$ cat src/hw/rtl/atsid_pkg.sv
// Shared types and codes for the array table search/insert/delete unit.
// Used by atsid_cell and the top level; no dependencies.
package atsid_pkg;

  localparam int DATA_W = 32;
  localparam int LOC_W  = 7;

  // Request operation codes
  typedef enum logic [1:0] {
    MODE_SEARCH = 2'd0,
    MODE_UPDATE = 2'd1,
    MODE_INSERT = 2'd2,
    MODE_DELETE = 2'd3
  } mode_t;

  // Result status codes
  typedef enum logic [1:0] {
    STAT_OK        = 2'd0,
    STAT_NOT_FOUND = 2'd1,
    STAT_BAD_LOC   = 2'd2,
    STAT_FULL      = 2'd3
  } status_t;

  // Sequencer states
  typedef enum logic {
    ST_IDLE,
    ST_EXEC
  } state_t;

  // Command broadcast to every cell of the row
  typedef struct packed {
    logic                     cmp;        // latch compare against key
    logic                     upd;        // overwrite first match
    logic                     ins;        // insert at loc, shift up
    logic                     del;        // remove first match, shift down
    logic [LOC_W-1:0]         loc;
    logic signed [DATA_W-1:0] key;
    logic signed [DATA_W-1:0] new_value;
  } cell_cmd_t;

endpackage

$ cat src/hw/rtl/atsid_cell.sv
// One table cell: holds one element, its compare hit, and the
// first-match carry link. Depends on atsid_pkg.
module atsid_cell import atsid_pkg::*; #(
  parameter int IDX = 0,
  parameter int CW  = 7
) (
  input  logic                     clk,
  input  cell_cmd_t                cmd,
  input  logic [CW-1:0]            elem_count,
  input  logic signed [DATA_W-1:0] lower,
  input  logic signed [DATA_W-1:0] upper,
  input  logic                     before_in,
  output logic                     before_out,
  output logic                     first,
  output logic signed [DATA_W-1:0] data
);

  logic                     hit;
  logic signed [DATA_W-1:0] data_next;

  // Pass the "match seen below" carry to the next cell up
  assign before_out = before_in | hit;
  assign first      = hit & ~before_in;

  // Pick the next element value
  always_comb begin
    data_next = data;
    if (cmd.upd && first) begin
      data_next = cmd.new_value;
    end else if (cmd.ins) begin
      if (int'(cmd.loc) == IDX) begin
        data_next = cmd.new_value;
      end else if (IDX > int'(cmd.loc)) begin
        data_next = lower;
      end
    end else if (cmd.del && before_out) begin
      data_next = upper;
    end
  end

  // Hold element; capture compare on request accept
  always_ff @(posedge clk) begin
    data <= data_next;
    if (cmd.cmp) begin
      hit <= (IDX < int'(elem_count)) && (data == cmd.key);
    end
  end

endmodule

$ cat config.mk
export PLATFORM = sky130hd
export DESIGN_NAME = atsid_cell
export DESIGN_NICKNAME = d
export VERILOG_FILES = /design/src/hw/rtl/atsid_pkg.sv /design/src/hw/rtl/atsid_cell.sv
export SDC_FILE = /design/constraint.sdc
export NUM_CORES = 1
export LEC_CHECK = 0
export BUFFER_PORTS_ARGS = -buffer_cell sky130_fd_sc_hd__buf_2
export CAP_MARGIN = 5
export CELL_PAD_IN_SITES_DETAIL_PLACEMENT = 1
export CELL_PAD_IN_SITES_GLOBAL_PLACEMENT = 1
export CORE_MARGIN = 5
export CORE_UTILIZATION = 26
export CTS_BUF_LIST = sky130_fd_sc_hd__clkbuf_2 sky130_fd_sc_hd__clkbuf_4 sky130_fd_sc_hd__clkbuf_8
export CTS_CLUSTER_DIAMETER = 120
export CTS_CLUSTER_SIZE = 14
export DETAILED_ROUTE_END_ITERATION = 12
export PLACE_DENSITY_LB_ADDON = 0.08
export SLEW_MARGIN = 25
export SYNTH_ARGS = -nofsm -noshare
export SYNTH_HDL_FRONTEND = slang
export SYNTH_SLANG_ARGS = --single-unit
$ cat constraint.sdc
create_clock -name clk -period 2.4 [get_ports clk]
set_clock_uncertainty 0.05 [all_clocks]
set_input_delay 0.48 -clock clk [delete_from_list [all_inputs] [get_ports clk]]
set_output_delay 0.48 -clock clk [all_outputs]
set_load 0.05 [all_outputs]
# After elaboration in Yosys (flattened, before gate mapping)
# Index checks and enable logic that the tools add are counted.
dict set report classes {
  reduce_logical 6
  bitwise 3
  mux 4
  n_eq_ne 2
  order_cmp 1
}
# cell n
set op_table {}
lappend op_table {{$mux 32} 4}
lappend op_table {{$eq 32x32->1} 1}
lappend op_table {{$logic_not 7->1} 1}
lappend op_table {{$lt 1x7->1 const A} 1}
lappend op_table {{$logic_and 1x1->1} 3}
lappend op_table {{$ne 3x1->1 const B} 1}
lappend op_table {{$reduce_bool 3->1} 1}
lappend op_table {{$reduce_and 2->1} 1}
lappend op_table {{$and 1x1->1} 1}
lappend op_table {{$not 1->1} 1}
lappend op_table {{$or 1x1->1} 1}
dict set report word_totals {
  register_bits 33
  out_inout_bits 34
  wordCells 18
  input_bits 148
}

# Depth between registers and ports, before layout
dict set report logic_depth {
  ltp_word 5
  depth_mapped 4
  ltp_nobuf 4
}

# Least setup slack after synthesis
# Ideal clock, no wire load.
dict set report synth_path {
  path_kind {input -> register}
  from {input before_in}
  to {register data[0] (enable)}
  setup_ns 0.479
  t_required_ns 1.871
  setup_slack_ns 0.289
  arrival_ns 1.582
  cell_stages 3
  n_path_buf 0
  cell_sequence {or2_2 -> o21ai_0 -> nand2_1}
}
dict set report synth_between {
  elab_chain_len 5
  word_cells_on_any_way 8
  classes_between {eq/ne: 1; bitwise: 3; reduce/logical: 4}
}
# element line_no
set synth_rtl {}
lappend synth_rtl {{from (decl)} atsid_cell.sv:12} ;# input logic before_in,
lappend synth_rtl {{$not 1->1} atsid_cell.sv:23} ;# assign first = hit & ~before_in;
lappend synth_rtl {{$and 1x1->1} atsid_cell.sv:23}
lappend synth_rtl {{$logic_and 1x1->1} atsid_cell.sv:28} ;# if (cmd.upd && first) begin
lappend synth_rtl {{$ne 3x1->1 (no line) or $reduce_bool 3->1 (tied branches)} --}
lappend synth_rtl {{$reduce_and 2->1 (no line) (*)} --}
lappend synth_rtl {{to (signal assigned)} atsid_cell.sv:43} ;# data <= data_next;
lappend synth_rtl {{to (decl)} atsid_cell.sv:15} ;# output logic signed [DATA_W-1:0] data
# Every way passes the cells marked *; elsewhere a longest branch is shown, timed or not.
# A chain may end at the register's enable or synchronous reset.

# Final worst setup path
dict set report layout_path {
  from {register hit}
  to {output before_out}
}
dict set report layout_between {
  elab_chain_len 1
}
# element line_no
set layout_rtl {}
lappend layout_rtl {{from (decl)} atsid_cell.sv:18} ;# logic hit;
lappend layout_rtl {{from (signal assigned)} atsid_cell.sv:45} ;# hit <= (IDX < int'(elem_count)) && (data == cmd.key);
lappend layout_rtl {{$or 1x1->1} atsid_cell.sv:22} ;# assign before_out = before_in | hit;
lappend layout_rtl {{to (decl)} atsid_cell.sv:13} ;# output logic before_out,
# No other way between the ends.

==> reports/qor.csv <==
metric,value,unit
die area,8650,µm²
start point of the critical path,hit$_DFFE_PP_,
clock latency at the later pin of the worst-skew pair,280,ps
FP Rows,30,
CTS tree,done,
top-level port count,182,
standby leakage power,1.25,nW
HP Start,cmd[74],
final worst path period need,1790,ps
number of port buffers,149,
FILL cells,808,
worst reg2reg path depth,4,
R2R setup slack,690,ps
first-pass GRT wire length,7.89,mm
placed wire-length estimate after detailed placement,4.57,mm
Final Slew Violations,0,
VDD IR-drop max,0.226,mV
ranking of synthesized cells by area,"sky130_fd_sc_hd__edfxtp_1 (55%), sky130_fd_sc_hd__mux2_2 (19%), sky130_fd_sc_hd__xor2_1 (14%)",
initial core utilization,0.265,
cell area after layout,2780,µm²
top-area cell type share of the netlist area,0.553,
"Seq/Total Area, Yosys",0.553,
launching point of the worst reg2reg path,data[22]$_DFFE_PP_,
power per cell area,588,nW/µm²
multi-input gate area in the final layout,792,µm²
netlist area before placement,1790,µm²
endpoint class of the critical path,output port,
final wirelength,5.52,mm
GP Congestion,0.652,
setup total negative slack,0,ps
routed via count,1583,
DIE WIDTH,93.0,µm
f_max,0.558,GHz
Syn Inst Count,123,
required time reported for the critical path endpoint,1870,ps
critical path class,register to output port,
buffers inserted during post-CTS setup optimization,0,
Yosys warnings,0,
number of buffers created by CTS,5,
average wire length per cell after detail routing,15.4,µm
"Hold Violations, Final",0,
worst hold endpoint,hit$_DFFE_PP_,
"area leader, netlist",sky130_fd_sc_hd__edfxtp_1,
largest net degree at the start of global routing,33,
number of nets in the layout,426,
Layout area overhead,55.2,%
unrepaired setup endpoints after global routing,false,
max cap viols,0,
endpoint arrival time on the critical path,1260,ps
outcome,finished clean,
layout cells sized above 1,0.681,
post-CTS clock slew at the launch and capture registers of the worst setup and hold paths,60,ps
placeable core region,6760,µm²
type of the tightest min-delay check,input port to register,
instance area at placement,2670,µm²
DRC errors left,0,
GRT Total Usage,0.119,
total power,1.63,mW
overflow left after global routing,0,
endpoint of the worst register-to-register path,hit$_DFFE_PP_,
number of antenna violations at the first check in global routing,0,
number of H-tree levels,2,
initial detailed-routing violation count,24,
clk sink count,33,
CP Max Fanout,3,
vertical die dimension,93.0,µm
number of storage elements in the synthesis netlist,33,
count of TritonRoute iterations in the first routing pass,3,
Sequential cell area,991,µm²
remaining number of nets flagged by the antenna check after routing,0,
number of inserted diodes,0,
total of hold buffers inserted after clock tree synthesis,0,
buffer type at the clock tree root,sky130_fd_sc_hd__clkbuf_8,
CTS-repair resized insts,0,
post-route worst hold slack,359,ps
Cell variety after synth,17,
CP startpoint kind,register,
number of nets in the synthesized netlist,271,
maximum root-to-sink buffer count,2,
hold path depth,1,
mean post-synth cell area,14.6,µm²
via count of the first global-routing pass,1678,
Worst slew margin,0.735,
Tcrit/Tclk final,0.746,
Via density,4.41,
slew at the pin with the worst max-slew slack,395,ps
setup violation total in the final timing report,0,
## worst max path at each step
stage,end,slack (ps),cells after the start
6_report,before_out,610,2
4_1_cts,before_out,580,2
3_3_place_gp,hit$_DFFE_PP_,440,5
2_1_floorplan,data[0]$_DFFE_PP_,290,3
3_5_place_dp,hit$_DFFE_PP_,420,5
5_1_grt,hit$_DFFE_PP_,520,4
## kinds of logic after synthesis
kind of cell              synth area share
xor gates and xnor gates             0.157
and+or+nand+nor                     0.0671
DFF                                  0.553
AOI/OAI and AO/OA                   0.0133
muxes                                0.201
buffers and inverters              0.00838
## per-layer routing
metal | global-route usage | vias to the layer above | wire length (µm) | part of all wire
met4 | 0.0330 | 0 | 34 | 0.0062
met2 | 0.219 | 83 | 2870 | 0.52
met1 | 0.120 | 722 | 2030 | 0.37
li1 | - | 774 | - | -
met5 | 0 | - | 0 | 0
met3 | 0.0531 | 4 | 592 | 0.11
## cells in the mapped netlist
master / n
sky130_fd_sc_hd__a2111oi_1: 1
sky130_fd_sc_hd__a21oi_2: 1
sky130_fd_sc_hd__buf_2: 3
sky130_fd_sc_hd__edfxtp_1: 33
sky130_fd_sc_hd__mux2_1: 2
sky130_fd_sc_hd__mux2_2: 30
sky130_fd_sc_hd__nand2_1: 2
sky130_fd_sc_hd__nand3_1: 1
sky130_fd_sc_hd__nand4_1: 2
sky130_fd_sc_hd__nor2b_1: 3
sky130_fd_sc_hd__nor3_1: 1
sky130_fd_sc_hd__nor4_1: 9
sky130_fd_sc_hd__nor4b_1: 1
sky130_fd_sc_hd__o21ai_0: 1
sky130_fd_sc_hd__or2_2: 1
sky130_fd_sc_hd__xnor2_1: 4
sky130_fd_sc_hd__xor2_1: 28
## power breakdown
group          internal (mW)  total, mW  leakage, nW  switching (mW)
Clock                  0.318      0.521       0.0563           0.203
Sequential             0.686      0.708        0.313          0.0218
Combinational          0.170      0.406        0.884           0.236
Total                   1.17       1.63         1.25           0.461
## critical path: stages (launching register included)
cell and delay [ps]:
sky130_fd_sc_hd__edfxtp_1 450, sky130_fd_sc_hd__or2_2 320, sky130_fd_sc_hd__buf_2 220
## state kept, by name, summed over array words and instances (netlist names)
register / count
data: 32
hit: 1
## layout make-up
cell class              count  share of cell area
multi-input cells          87               0.285
clock buffers               6              0.0275
flip-flops and latches     33               0.357
clock inverters             2              0.0122
repair buffers            151               0.283
well taps                  80              0.0360
## metrics by stage
step                setup WS (ps)  utilization  std cells
floorplan                     289            -        123
global placement              438        0.395        351
detailed placement            424        0.395        351
CTS                           582        0.411        359
global route                  522        0.411        359
finish                        609        0.411        359
## layout by cell type, fill, tap and decap left out
| cell type | instances |
|---|---|
| sky130_fd_sc_hd__nor2b_1 | 3 |
| sky130_fd_sc_hd__nand4_1 | 2 |
| sky130_fd_sc_hd__clkbuf_8 | 5 |
| sky130_fd_sc_hd__buf_2 | 149 |
| sky130_fd_sc_hd__nor4b_1 | 1 |
| sky130_fd_sc_hd__mux2_1 | 2 |
| sky130_fd_sc_hd__or2_2 | 1 |
| sky130_fd_sc_hd__clkinv_1 | 1 |
| sky130_fd_sc_hd__buf_12 | 2 |
| sky130_fd_sc_hd__o21ai_0 | 1 |
| sky130_fd_sc_hd__bufinv_16 | 1 |
| sky130_fd_sc_hd__a2111oi_1 | 1 |
| sky130_fd_sc_hd__edfxtp_1 | 33 |
| sky130_fd_sc_hd__clkbuf_4 | 1 |
| sky130_fd_sc_hd__nand3_1 | 1 |
| sky130_fd_sc_hd__xnor2_1 | 4 |
| sky130_fd_sc_hd__nor3_1 | 1 |
| sky130_fd_sc_hd__nor4_1 | 9 |
| sky130_fd_sc_hd__mux2_2 | 30 |
| sky130_fd_sc_hd__xor2_1 | 28 |
| sky130_fd_sc_hd__nand2_1 | 2 |
| sky130_fd_sc_hd__a21oi_4 | 1 |
No activity file was read; power rests on OpenSTA's default activity.
